<file path="src/hdl/spc_pkg.sv">
// Shared types and constants for the stereo pair line compositor.
// Holds the register map, the geometry bundle passed from the config block
// and the generator constants. No dependencies.
package spc_pkg;

    // Configuration port
    localparam int CFG_DATA_W  = 12;
    localparam int CFG_INDEX_W = 3;
    localparam int CFG_FIELD_W = 11;

    typedef enum logic [CFG_INDEX_W-1:0] {
        REG_LEFT_WIDTH   = 3'd0,
        REG_RIGHT_WIDTH  = 3'd1,
        REG_SEPARATION   = 3'd2,
        REG_FRAME_HEIGHT = 3'd3,
        REG_LEFT_HEIGHT  = 3'd4,
        REG_RIGHT_HEIGHT = 3'd5,
        REG_SPOT_WIDTH   = 3'd6,
        REG_SPOT_HEIGHT  = 3'd7
    } spc_reg_t;

    // Signed width of column geometry; covers three full-size widths plus a spot
    localparam int GEO_W = 14;
    // Signed width of the spot row boundary
    localparam int YB_W  = 12;

    localparam logic [7:0] PIX_BLANK = 8'hFF;
    localparam logic [7:0] PIX_BLACK = 8'h00;

    // Row geometry and column boundaries, all for the current configuration
    typedef struct packed {
        logic                          sep_neg;
        logic signed [GEO_W-1:0]       l_end;
        logic signed [GEO_W-1:0]       xw;
        logic signed [GEO_W-1:0]       wm1;
        logic signed [GEO_W-1:0]       xbl;
        logic signed [GEO_W-1:0]       xtl;
        logic signed [GEO_W-1:0]       xbr;
        logic signed [GEO_W-1:0]       xtr;
        logic [CFG_FIELD_W-1:0]        hm1;
        logic signed [YB_W-1:0]        yb;
        logic [CFG_FIELD_W-1:0]        left_height;
        logic [CFG_FIELD_W-1:0]        right_height;
    } spc_geo_t;

    // Multiplicative congruential generator
    localparam int RNG_W      = 21;
    localparam int RNG_PROD_W = 42;
    localparam int RNG_RED_W  = 23;
    localparam logic [63:0] RNG_MOD  = 64'd1234589;
    localparam logic [63:0] RNG_MUL  = 64'd3432;
    localparam logic [63:0] RNG_SEED = 64'd4567;

    // First three states after the seed, and the multiplier for four steps
    localparam logic [63:0] RNG_S1 = (RNG_MUL * RNG_SEED) % RNG_MOD;
    localparam logic [63:0] RNG_S2 = (RNG_MUL * RNG_S1) % RNG_MOD;
    localparam logic [63:0] RNG_S3 = (RNG_MUL * RNG_S2) % RNG_MOD;
    localparam logic [63:0] RNG_A2 = (RNG_MUL * RNG_MUL) % RNG_MOD;
    localparam logic [63:0] RNG_A4 = (RNG_A2 * RNG_A2) % RNG_MOD;

    // Reciprocal for quotient estimate: floor(2^41 / modulus)
    localparam logic [63:0] RNG_RECIP = (64'd1 << 41) / RNG_MOD;

    // draw = 256*state/modulus exceeds 128 exactly when state reaches this
    localparam logic [63:0] RNG_PICK_MIN = (64'd129 * RNG_MOD + 64'd255) / 64'd256;

endpackage

</file>
<file path="src/hdl/stereo_pair_line_compositor.sv">
// Top level of the stereo pair line compositor: input register, pixel
// selection, result register. Depends on spc_pkg, spc_cfg and spc_rng.
//
// Usage: one request on the input channel carries the left and right RGB
// pixels aligned to the next output column; one request leaves on the
// output channel with the composed pixel, end_of_row and end_of_frame.
// Columns run left image, gap or overlap zone, right image; rows run to
// frame_height, then the frame restarts.
// Path: a request passes the input register, then the result register.
// Throughput: one request per cycle while out_stall is low; the column/row
// counters and the overlap generator never hold the flow.
// Stall: while out_stall is high the result register holds; one more
// request is taken into the input register, after which in_stall rises.
// Reset: configuration returns to its defaults, counters go to column 0
// of row 0 and the generator to its seed. Write configuration only while
// no request is in flight; a write passes the config and geometry registers.
module stereo_pair_line_compositor
    import spc_pkg::*;
#(
    parameter int MAX_WIDTH  = 1024,
    parameter int MAX_HEIGHT = 1024
)
(
    input  logic                   clk,
    input  logic                   rst_n,
    input  logic                   cfg_write,
    input  logic [CFG_INDEX_W-1:0] cfg_index,
    input  logic [CFG_DATA_W-1:0]  cfg_data,
    input  logic                   in_valid,
    output logic                   in_stall,
    input  logic [7:0]             left_red,
    input  logic [7:0]             left_green,
    input  logic [7:0]             left_blue,
    input  logic [7:0]             right_red,
    input  logic [7:0]             right_green,
    input  logic [7:0]             right_blue,
    output logic                   out_valid,
    input  logic                   out_stall,
    output logic [7:0]             out_red,
    output logic [7:0]             out_green,
    output logic [7:0]             out_blue,
    output logic                   end_of_row,
    output logic                   end_of_frame
);

    localparam int FIELD_MAX = (1 << CFG_FIELD_W) - 1;
    localparam int WMAX      = (MAX_WIDTH < FIELD_MAX) ? MAX_WIDTH : FIELD_MAX;
    localparam int HMAX      = (MAX_HEIGHT < FIELD_MAX) ? MAX_HEIGHT : FIELD_MAX;
    localparam int CW        = $clog2(3 * WMAX);
    localparam int RW        = $clog2(HMAX);

    spc_geo_t geo;
    logic     pick_left;
    logic     rng_advance;

    // Input register
    logic        s1_valid_reg, s1_valid_next;
    logic [23:0] lpix_reg, rpix_reg;
    logic        s1_go, in_take, out_take;

    // Counters
    logic [CW-1:0] col_reg, col_next;
    logic [RW-1:0] row_reg, row_next;

    // Result register
    logic        out_valid_reg, out_valid_next;
    logic [23:0] opix_reg, opix_next;
    logic        eor_reg, eof_reg;

    // Per-pixel work
    logic signed [GEO_W-1:0] col_s, x_s;
    logic [CFG_FIELD_W-1:0]  row11, y11;
    logic signed [YB_W-1:0]  y_s;
    logic                    below_spot, spot_l, spot_r, black;
    logic                    eor, last_row;
    logic [23:0]             lp, rp, pix;
    logic                    l_blank, r_blank, in_overlap;

    spc_cfg #(
        .MAX_WIDTH  (MAX_WIDTH),
        .MAX_HEIGHT (MAX_HEIGHT)
    ) u_cfg (
        .clk       (clk),
        .rst_n     (rst_n),
        .cfg_write (cfg_write),
        .cfg_index (cfg_index),
        .cfg_data  (cfg_data),
        .geo       (geo)
    );

    spc_rng u_rng (
        .clk       (clk),
        .rst_n     (rst_n),
        .advance   (rng_advance),
        .pick_left (pick_left)
    );

    // Handshake: move the input register on when the result slot frees up
    assign out_take      = out_valid_reg && !out_stall;
    assign s1_go         = s1_valid_reg && (!out_valid_reg || !out_stall);
    assign in_stall      = s1_valid_reg && !s1_go;
    assign in_take       = in_valid && !in_stall;
    assign s1_valid_next = in_take ? 1'b1 : (s1_go ? 1'b0 : s1_valid_reg);
    assign out_valid_next = s1_go ? 1'b1 : (out_take ? 1'b0 : out_valid_reg);

    // Position, with counters past the frame pinned to the last column/row
    always_comb
    begin
        col_s = signed'(GEO_W'(col_reg));
        x_s   = (col_s > geo.wm1) ? geo.wm1 : col_s;
        row11 = CFG_FIELD_W'(row_reg);
        y11   = (row11 > geo.hm1) ? geo.hm1 : row11;
        y_s   = signed'(YB_W'(y11));

        eor      = (x_s == geo.wm1);
        last_row = (y11 == geo.hm1);

        below_spot = (y_s > geo.yb);
        spot_l     = (x_s > geo.xbl) && (x_s < geo.xtl) && below_spot;
        spot_r     = (x_s > geo.xbr) && (x_s < geo.xtr) && below_spot;
    end

    // Source pixels, blank below each image's height
    always_comb
    begin
        lp = (y11 >= geo.left_height)  ? {3{PIX_BLANK}} : lpix_reg;
        rp = (y11 >= geo.right_height) ? {3{PIX_BLANK}} : rpix_reg;
        l_blank = (lp == {3{PIX_BLANK}});
        r_blank = (rp == {3{PIX_BLANK}});
    end

    // Pick the pixel for this column
    always_comb
    begin
        in_overlap = 1'b0;
        if (!geo.sep_neg)
        begin
            priority if (x_s < geo.l_end)
            begin
                pix   = lp;
                black = spot_l;
            end
            else if (x_s < geo.xw)
            begin
                pix   = {3{PIX_BLANK}};
                black = 1'b0;
            end
            else
            begin
                pix   = rp;
                black = spot_r;
            end
        end
        else
        begin
            black = spot_l || spot_r;
            priority if (x_s < geo.xw)
                pix = lp;
            else if (x_s < geo.l_end)
            begin
                in_overlap = 1'b1;
                priority if (l_blank)
                    pix = rp;
                else if (r_blank)
                    pix = lp;
                else
                    pix = pick_left ? lp : rp;
            end
            else
                pix = rp;
        end
        opix_next = black ? {3{PIX_BLACK}} : pix;
    end

    // Draw only when an overlap pixel has two real candidates
    assign rng_advance = s1_go && in_overlap && !l_blank && !r_blank;

    // Advance counters with each finished request
    always_comb
    begin
        col_next = col_reg;
        row_next = row_reg;
        if (s1_go)
        begin
            if (eor)
            begin
                col_next = '0;
                row_next = last_row ? '0 : (y11[RW-1:0] + RW'(1));
            end
            else
                col_next = x_s[CW-1:0] + CW'(1);
        end
    end

    // Control state
    always_ff @(posedge clk or negedge rst_n)
    begin
        if (!rst_n)
        begin
            s1_valid_reg  <= 1'b0;
            out_valid_reg <= 1'b0;
            col_reg       <= '0;
            row_reg       <= '0;
        end
        else
        begin
            s1_valid_reg  <= s1_valid_next;
            out_valid_reg <= out_valid_next;
            col_reg       <= col_next;
            row_reg       <= row_next;
        end
    end

    // Payload: capture inputs, load results
    always_ff @(posedge clk)
    begin
        if (in_take)
        begin
            lpix_reg <= {left_red, left_green, left_blue};
            rpix_reg <= {right_red, right_green, right_blue};
        end
        if (s1_go)
        begin
            opix_reg <= opix_next;
            eor_reg  <= eor;
            eof_reg  <= eor && last_row;
        end
    end

    assign out_valid    = out_valid_reg;
    assign out_red      = opix_reg[23:16];
    assign out_green    = opix_reg[15:8];
    assign out_blue     = opix_reg[7:0];
    assign end_of_row   = eor_reg;
    assign end_of_frame = eof_reg;

endmodule

</file>
<file path="src/hdl/spc_cfg.sv">
// Configuration registers and derived row geometry for the compositor.
// Depends on spc_pkg for the register map and the geometry bundle.
module spc_cfg
    import spc_pkg::*;
#(
    parameter int MAX_WIDTH  = 1024,
    parameter int MAX_HEIGHT = 1024
)
(
    input  logic                   clk,
    input  logic                   rst_n,
    input  logic                   cfg_write,
    input  logic [CFG_INDEX_W-1:0] cfg_index,
    input  logic [CFG_DATA_W-1:0]  cfg_data,
    output spc_geo_t               geo
);

    // Largest value an 11-bit field can carry after clamping
    localparam int FIELD_MAX = (1 << CFG_FIELD_W) - 1;
    localparam int WCAP_I    = (MAX_WIDTH < FIELD_MAX) ? MAX_WIDTH : FIELD_MAX;
    localparam int HCAP_I    = (MAX_HEIGHT < FIELD_MAX) ? MAX_HEIGHT : FIELD_MAX;
    localparam logic [CFG_FIELD_W-1:0] WCAP = CFG_FIELD_W'(WCAP_I);
    localparam logic [CFG_FIELD_W-1:0] HCAP = CFG_FIELD_W'(HCAP_I);
    localparam logic [CFG_FIELD_W-1:0] W_RST = CFG_FIELD_W'((WCAP_I < 1024) ? WCAP_I : 1024);
    localparam logic [CFG_FIELD_W-1:0] H_RST = CFG_FIELD_W'((HCAP_I < 1024) ? HCAP_I : 1024);
    localparam logic [CFG_FIELD_W-1:0] DIM_RST  = CFG_FIELD_W'(1024);
    localparam logic [CFG_FIELD_W-1:0] SPOT_RST = CFG_FIELD_W'(10);

    logic [CFG_FIELD_W-1:0] lw_reg, rw_reg, fh_reg, lh_reg, rh_reg, sw_reg, sh_reg;
    logic [CFG_DATA_W-1:0]  sep_reg;
    logic [CFG_FIELD_W-1:0] field;
    logic [CFG_FIELD_W-1:0] lw_clamped, rw_clamped, fh_clamped;

    logic signed [GEO_W-1:0] lw_s, rw_s, sw_s, minw_s, sep_s, sep_c, wcap_s;
    logic signed [GEO_W-1:0] xw;
    spc_geo_t                geo_next, geo_reg;

    // Halve with rounding toward zero
    function automatic logic signed [GEO_W-1:0] half_trunc(input logic signed [GEO_W-1:0] v);
        half_trunc = v[GEO_W-1] ? ((v + GEO_W'(1)) >>> 1) : (v >>> 1);
    endfunction

    // Clamp incoming widths and frame height at write time
    always_comb
    begin
        field = cfg_data[CFG_FIELD_W-1:0];
        if (field == '0)
            lw_clamped = CFG_FIELD_W'(1);
        else if (field > WCAP)
            lw_clamped = WCAP;
        else
            lw_clamped = field;
        rw_clamped = lw_clamped;
        if (field == '0)
            fh_clamped = CFG_FIELD_W'(1);
        else if (field > HCAP)
            fh_clamped = HCAP;
        else
            fh_clamped = field;
    end

    // Register file
    always_ff @(posedge clk or negedge rst_n)
    begin
        if (!rst_n)
        begin
            lw_reg  <= W_RST;
            rw_reg  <= W_RST;
            sep_reg <= '0;
            fh_reg  <= H_RST;
            lh_reg  <= DIM_RST;
            rh_reg  <= DIM_RST;
            sw_reg  <= SPOT_RST;
            sh_reg  <= SPOT_RST;
        end
        else if (cfg_write)
        begin
            unique case (spc_reg_t'(cfg_index))
                REG_LEFT_WIDTH:   lw_reg  <= lw_clamped;
                REG_RIGHT_WIDTH:  rw_reg  <= rw_clamped;
                REG_SEPARATION:   sep_reg <= cfg_data;
                REG_FRAME_HEIGHT: fh_reg  <= fh_clamped;
                REG_LEFT_HEIGHT:  lh_reg  <= field;
                REG_RIGHT_HEIGHT: rh_reg  <= field;
                REG_SPOT_WIDTH:   sw_reg  <= field;
                REG_SPOT_HEIGHT:  sh_reg  <= field;
            endcase
        end
    end

    // Derive column boundaries and row limits
    always_comb
    begin
        lw_s   = signed'(GEO_W'(lw_reg));
        rw_s   = signed'(GEO_W'(rw_reg));
        sw_s   = signed'(GEO_W'(sw_reg));
        wcap_s = signed'(GEO_W'(WCAP));
        sep_s  = GEO_W'(signed'(sep_reg));
        minw_s = (lw_s < rw_s) ? lw_s : rw_s;

        // Limit overlap to the narrower image and the gap to the max width
        if (sep_s < -minw_s)
            sep_c = -minw_s;
        else if (sep_s > wcap_s)
            sep_c = wcap_s;
        else
            sep_c = sep_s;

        xw = lw_s + sep_c;

        geo_next.sep_neg      = sep_c[GEO_W-1];
        geo_next.l_end        = lw_s;
        geo_next.xw           = xw;
        geo_next.wm1          = xw + rw_s - GEO_W'(1);
        geo_next.xbl          = half_trunc(lw_s - sw_s);
        geo_next.xtl          = (lw_s + sw_s) >>> 1;
        geo_next.xbr          = xw + half_trunc(rw_s - sw_s);
        geo_next.xtr          = xw + ((rw_s + sw_s) >>> 1);
        geo_next.hm1          = fh_reg - CFG_FIELD_W'(1);
        geo_next.yb           = signed'(YB_W'(fh_reg)) - signed'(YB_W'(sh_reg));
        geo_next.left_height  = lh_reg;
        geo_next.right_height = rh_reg;
    end

    // Hold derived geometry in a register behind the configuration registers
    always_ff @(posedge clk)
    begin
        geo_reg <= geo_next;
    end

    assign geo = geo_reg;

endmodule

</file>
<file path="src/hdl/spc_rng.sv">
// Congruential generator run as a four-stage ring, each lap one multiply
// by the four-step multiplier. Depends on spc_pkg for the constants.
module spc_rng
    import spc_pkg::*;
(
    input  logic clk,
    input  logic rst_n,
    input  logic advance,
    output logic pick_left
);

    localparam logic [RNG_W-1:0]     A4_C    = RNG_W'(RNG_A4);
    localparam logic [RNG_W-1:0]     RECIP_C = RNG_W'(RNG_RECIP);
    localparam logic [RNG_W-1:0]     MOD_C   = RNG_W'(RNG_MOD);
    localparam logic [RNG_W-1:0]     PICK_C  = RNG_W'(RNG_PICK_MIN);
    localparam logic [RNG_RED_W-1:0] M1      = RNG_RED_W'(RNG_MOD);
    localparam logic [RNG_RED_W-1:0] M2      = RNG_RED_W'(RNG_MOD * 64'd2);
    localparam logic [RNG_RED_W-1:0] M3      = RNG_RED_W'(RNG_MOD * 64'd3);

    logic [RNG_W-1:0]        a_reg, a_next;
    logic [RNG_PROD_W-2:0]   b_reg, b_next;
    logic [RNG_PROD_W-2:0]   cp_reg, cp_next;
    logic [RNG_W-1:0]        cq_reg, cq_next;
    logic [RNG_RED_W-1:0]    d_reg, d_next;
    logic [RNG_PROD_W-1:0]   b_prod, q_prod, d_diff;
    logic [RNG_RED_W-1:0]    r_full;
    logic [RNG_W-1:0]        state;

    // Ring stages: multiply, estimate quotient, subtract, correct
    always_comb
    begin
        b_prod  = RNG_PROD_W'(a_reg) * RNG_PROD_W'(A4_C);
        b_next  = b_prod[RNG_PROD_W-2:0];

        q_prod  = RNG_PROD_W'(b_reg[RNG_PROD_W-2:RNG_W-1]) * RNG_PROD_W'(RECIP_C);
        cq_next = q_prod[RNG_PROD_W-1:RNG_W];
        cp_next = b_reg;

        d_diff  = RNG_PROD_W'(cp_reg) - RNG_PROD_W'(cq_reg) * RNG_PROD_W'(MOD_C);
        d_next  = d_diff[RNG_RED_W-1:0];

        // Estimate falls short by at most a few moduli
        priority if (d_reg >= M3)
            r_full = d_reg - M3;
        else if (d_reg >= M2)
            r_full = d_reg - M2;
        else if (d_reg >= M1)
            r_full = d_reg - M1;
        else
            r_full = d_reg;

        state  = r_full[RNG_W-1:0];
        a_next = state;
    end

    // Advance the ring only when a draw is taken; reset preloads the first three states after the seed
    always_ff @(posedge clk or negedge rst_n)
    begin
        if (!rst_n)
        begin
            a_reg  <= RNG_W'(RNG_SEED);
            b_reg  <= (RNG_PROD_W-1)'(RNG_S3);
            cp_reg <= (RNG_PROD_W-1)'(RNG_S2);
            cq_reg <= '0;
            d_reg  <= RNG_RED_W'(RNG_S1);
        end
        else if (advance)
        begin
            a_reg  <= a_next;
            b_reg  <= b_next;
            cp_reg <= cp_next;
            cq_reg <= cq_next;
            d_reg  <= d_next;
        end
    end

    assign pick_left = (state >= PICK_C);

endmodule
</file>
<file path="config.mk">
export PLATFORM = sky130hd
export DESIGN_NAME = stereo_pair_line_compositor
export DESIGN_NICKNAME = d
export VERILOG_FILES = /design/src/hdl/spc_pkg.sv /design/src/hdl/stereo_pair_line_compositor.sv /design/src/hdl/spc_cfg.sv /design/src/hdl/spc_rng.sv
export SDC_FILE = /design/constraint.sdc
export NUM_CORES = 2
export LEC_CHECK = 0
export BUFFER_PORTS_ARGS = -buffer_cell sky130_fd_sc_hd__buf_2
export CORE_ASPECT_RATIO = 0.7
export CORE_MARGIN = 4
export CORE_UTILIZATION = 65
export CTS_CLUSTER_DIAMETER = 120
export CTS_CLUSTER_SIZE = 10
export DETAILED_ROUTE_END_ITERATION = 6
export PLACE_DENSITY_LB_ADDON = 0.12
export SLEW_MARGIN = 25
export SYNTH_ARGS = -nofsm -noshare
export SYNTH_HDL_FRONTEND = slang
export SYNTH_HIERARCHICAL = 1
export SYNTH_SLANG_ARGS = --single-unit
</file>
<file path="constraint.sdc">
create_clock -name clk -period 10.65 [get_ports clk]
set_input_delay 0.5325 -clock clk [delete_from_list [all_inputs] [get_ports clk]]
set_output_delay 0.5325 -clock clk [all_outputs]
set_load 0.03 [all_outputs]
</file>
; ---- Word-level counts from Yosys, hierarchy flattened
; Cells that the tools add are included.
[totals]
register_bits = 448
inputBits = 68
out_inout_bits = 28
word_cells = 155
[op_classes]
n_addsub = 20
mul = 3
magnitude_cmp = 19
eq_ne = 11
n_mux = 34
n_reduce_logical = 33
[op_table]
columns = operator, count
row1 = two-way mux 24 bit, 10
row2 = two-way mux 21 bit, 3
row3 = two-way mux 14 bit, 4
row4 = "equality test 24 bit, second input constant", 2
row5 = "greater-or-equal comparator 23 x 22 -> 1 bit, second input constant", 2
row6 = two-way mux 11 bit, 4
row7 = "subtractor 21 bit, second input constant", 2
row8 = "multiplier 16 x 20 -> 36 bit, second input constant", 1
row9 = subtractor 11 x 11 -> 12 bit, 3
row10 = "multiplier 21 x 14 -> 35 bit, second input constant", 1
row11 = less-than comparator 14 x 12 -> 1 bit, 2
row12 = less-than comparator 14 bit, 2
row13 = adder 11 x 11 -> 12 bit, 2
row14 = two-way mux 12 bit, 2
row15 = "greater-or-equal comparator 23 x 21 -> 1 bit, second input constant", 1
row16 = "multiplier 21 x 21 -> 23 bit, second input constant", 1
row17 = subtractor 23 bit, 1
row18 = greater-or-equal comparator 11 bit, 2
row19 = "greater-or-equal comparator 21 x 20 -> 1 bit, second input constant", 1
row20 = "subtractor 21 x 19 -> 21 bit, second input constant", 1
row21 = AND reduction 2 bit, 9
row22 = adder 12 x 14 -> 14 bit, 1
row23 = adder 14 x 12 -> 14 bit, 1
row24 = adder 14 x 13 -> 14 bit, 1
row25 = other kinds (30), 61

; ---- Logic depth before layout (Yosys ltp)
[logic_depth]
ltp_word = 11
depth_mapped = 49
ltp_nobuf = 46

; ---- Cells and area by module
; Netlist, hierarchy kept.
[by_module_without_submodules]
columns = module, n_inst, cells_each, area_per_inst_um2
row1 = spc_rng, 1, 2312, 22836.9
row2 = spc_cfg, 1, 1290, 12589.6
row3 = stereo_pair_line_compositor, 1, 910, 8590.7

; ---- Worst setup path before layout
; No wires, ideal clock.
[synth_timing]
path_kind = register to register
startpoint = reg u_cfg.rw_reg[4]
endpoint = reg u_cfg.geo_reg (netlist bit u_cfg/geo[114])
arrival_ns = 8.174
t_required_ns = 10.578
slack_ns = 2.404
path_stages_with_launch = 46
synth_period_minus_slack_ns = 8.246
cell_sequence = dfrtp_1 inv_1 ha_1 a21o_1 a211o_1 a41oi_1 o21ai_1 a21oi_4 mux2i_1 ha_1 clkbuf_1 inv_1 nor4_1 xnor2_1 a21oi_1 ha_1 a21o_1 a21o_1 [... 10 more ...] inv_1 fa_1 ha_1 inv_1 ha_1 inv_1 fa_1 nor2b_1 o21ai_0 a21boi_0 o21ai_0 a21boi_0 o21ai_0 a21boi_0 o21ai_0 a221oi_1 xor2_1 xnor2_1
[synth_lines]
columns = element, line_no
row1 = start: declaration, spc_cfg.sv:29  ; logic [CFG_FIELD_W-1:0] lw_reg, rw_reg, fh_reg, lh_reg, rh_reg, sw_reg, sh_reg;
row2 = start signal: assignment, spc_cfg.sv:80  ; REG_RIGHT_WIDTH: rw_reg <= rw_clamped;
row3 = end signal: assignment, spc_cfg.sv:128  ; geo_reg <= geo_next;
row4 = end: declaration, spc_cfg.sv:36  ; spc_geo_t geo_next, geo_reg;

==> flow_summary.yaml <==
synth:
  syn_inst: 4512
  synthArstFlopShare_pct: 52.5
  avgSynthCellArea_sq_um: 9.76
  yosys.area.top_type: "ha_1"
  yosys.cell_count.top_type: "inv_1"
  synthTopCellsByArea: "ha_1 (19%), fa_1 (17%), dfrtp_1 (10%)"
  synth_top_area_share_pct: 19.0
  ys_seq_area_share_pct: 24.6
  synth.distinct_cells: 111
  syn-cell-area_sq_um: 44000
  ys_warn_count: 6
  synth_edf_count: 74
  synth_top_flop_cell: "dfrtp_1"
  synthTopCellsByCount: "inv_1 (891), ha_1 (669), fa_1 (368)"
  synth_seq_cells: 442
drt:
  wirelength_microns: 118000
  ant_nets: 0
  vias: 32500
  avgRoutedWirePerCell_microns: 21.4
  drc: 0
  viasPerCell: 5.90
  first_iter_violations: 2942
  drt_pass1_iterations: 5
placement:
  dp_hpwl_microns: 95600
  gp_congestion: 0.968
  io_buffers: 95
floorplanning:
  die_area_sq_um: 72000
  initial_core_util_pct: 66.0
  row_count: 79
  die_w_microns: 319
  core_sq_um: 66700
  ios: 96
  die_h_microns: 226
setup_path:
  cp_data_required_time_ps: 11170
  critPathTopFamily: "compound AO/OA/AOI/OAI gates"
  path_max_fanout: 9
  worst-endpoint-arrival_ps: 10140
  cp_common_cell: "o21ai_0"
  worstSetupPathType: "register to register"
  max_stage_delay_ps: 470
  startpoint_type: "register"
  slowest_stage: "fa_1"
  crit_buf_inv: 4
  end_kind: "register"
grt:
  grt-ovfl-total: 0
  grt_usage_pct: 33.2
  antenna_found_initial: 2
  grt_pass1_wl_microns: 185000
  grt_pass1_vias: 32200
  grt_max_degree: 95
sta:
  relSlewSlack_pct: 30.0
  finalSetupViolCount: 0
  finalSetupTns_ps: 0
  fin_skew_ps: 57.4
  worst_pin_slew_ps: 1050
  maxSlewViolCount: 0
  fmax_mhz: 104
  post-route-min-period_ps: 9620
  rsz0062_at_grt: "no"
  finalCritPeriodShare_pct: 90.4
  hold_violations: 0
finish:
  multi_input_comb_area_sq_um: 29400
  layout.nets: 5692
  final-seq-area_sq_um: 10800
  areaGrowthSynthToFinish_pct: 6.45
  largest_reg_flops: 136
  nFillCells: 5189
  drive_above_1_share_pct: 9.45
clocking:
  clock_sinks: 442
  cts.reportedPaths.clkPinSlew_ps: 60
  cts_root_buf: "clkbuf_16"
  htreeDepth: 2
  numCtsBuffers: 50
  cts_max_path_buffers: 3
  cts_resized: 0
  clk_latency_ps: 640
  cts_tree: "yes"
worst_hold_path:
  hold_class: "input pin to register"
status:
  outcome: "finished, final reports clean"
job:
  max-cap-violations: 0
[final timing paths]
path	slack [ps]	depth (start not counted)	startpoint	to
worst max-delay path	1030	40	u_cfg/rw_reg[4]	u_cfg/geo[114]
worst min-delay path	70	1	right_blue[0]	rpix_reg[0]
worst max register to register	1030	40	u_cfg/rw_reg[4]	u_cfg/geo[114]
worst min register to register	360	0	u_cfg/lh_reg[9]	u_cfg/geo[20]
max in group asynchronous	8550	3	rst_n	u_cfg/lh_reg[2]
min in group asynchronous	500	2	rst_n	col_reg[0]
[cell usage in the layout (no fill, tap or decap), drive strengths merged, types with 28 or more instances in the layout]
cell,count
a211oi,35
a21o,83
a21oi,189
buf,118
clkbuf,86
dfrtp,182
dfstp,50
dfxtp,136
edfxtp,74
fa,368
ha,669
inv,892
mux2,124
nand2,220
nand2b,43
nand3,69
nand4,49
nor2,155
nor2b,36
nor3,96
nor4,28
o21ai,199
o21bai,35
xnor2,166
xor2,91
[what timing repair did]
item | CTS | global route
buffers inserted | 0 | 6
setup endpoints to repair | 0 | 1
hold endpoints to repair | 38 | 0
hold buffers | 1 | 0
[per-stage QoR]
stage	setup slack, ps	std cells	instance area (sq um)	hold WS (ps)	utilization (%)
global placement	1230	5419	45300	344	67.9
floorplan	2400	4519	44000	237	-
detailed placement	1080	5419	45300	351	67.9
CTS	989	5510	46800	32.3	70.1
global route	134	5516	46800	43.7	70.2
finish	1030	5519	46900	72.8	70.2
[worst register-to-register path, delay by kind of cell, from the launching register on]
kind	cells	cell delay (ps)
simple gates	4	660
xor+xnor	4	850
compound gates	20	4350
buf+inv	4	380
fa+ha+maj	7	2450
mux	1	370
flops	1	460
[routing by layer]
metal	part of all wire, %	vias to the layer above	GRT usage [%]
met5	0	-	0
met4	1.8	0	6.10
met3	12	128	12.1
met2	37	1315	43.8
met1	49	15800	52.0
li1	-	15300	-
[cell type report]
cell class	instances	area share (%)
clock buffers	86	2.96
well taps	891	2.38
flip-flops and latches	442	23.1
repair buffers	119	1.43
multi-input cells	3081	62.8
inverters	893	7.15
clock inverters	4	0.211
diodes	3	0.0160
[cell families (layout without fill, tap and decap cells)]
family,after synthesis,in the layout,share of synthesized area [%]
DFF,442,442,24.6
buffers and inverters,996,1102,8.71
muxes,150,150,3.76
xor gates and xnor gates,258,258,5.20
and+or+nand+nor,820,820,9.46
other,2,12,0.0171
adders and majority gates,1040,1040,35.8
AOI/OAI and AO/OA,804,804,12.5
Power is not shown: default switching activity piles up to over one toggle a cycle in this logic, so the estimate is an artifact.
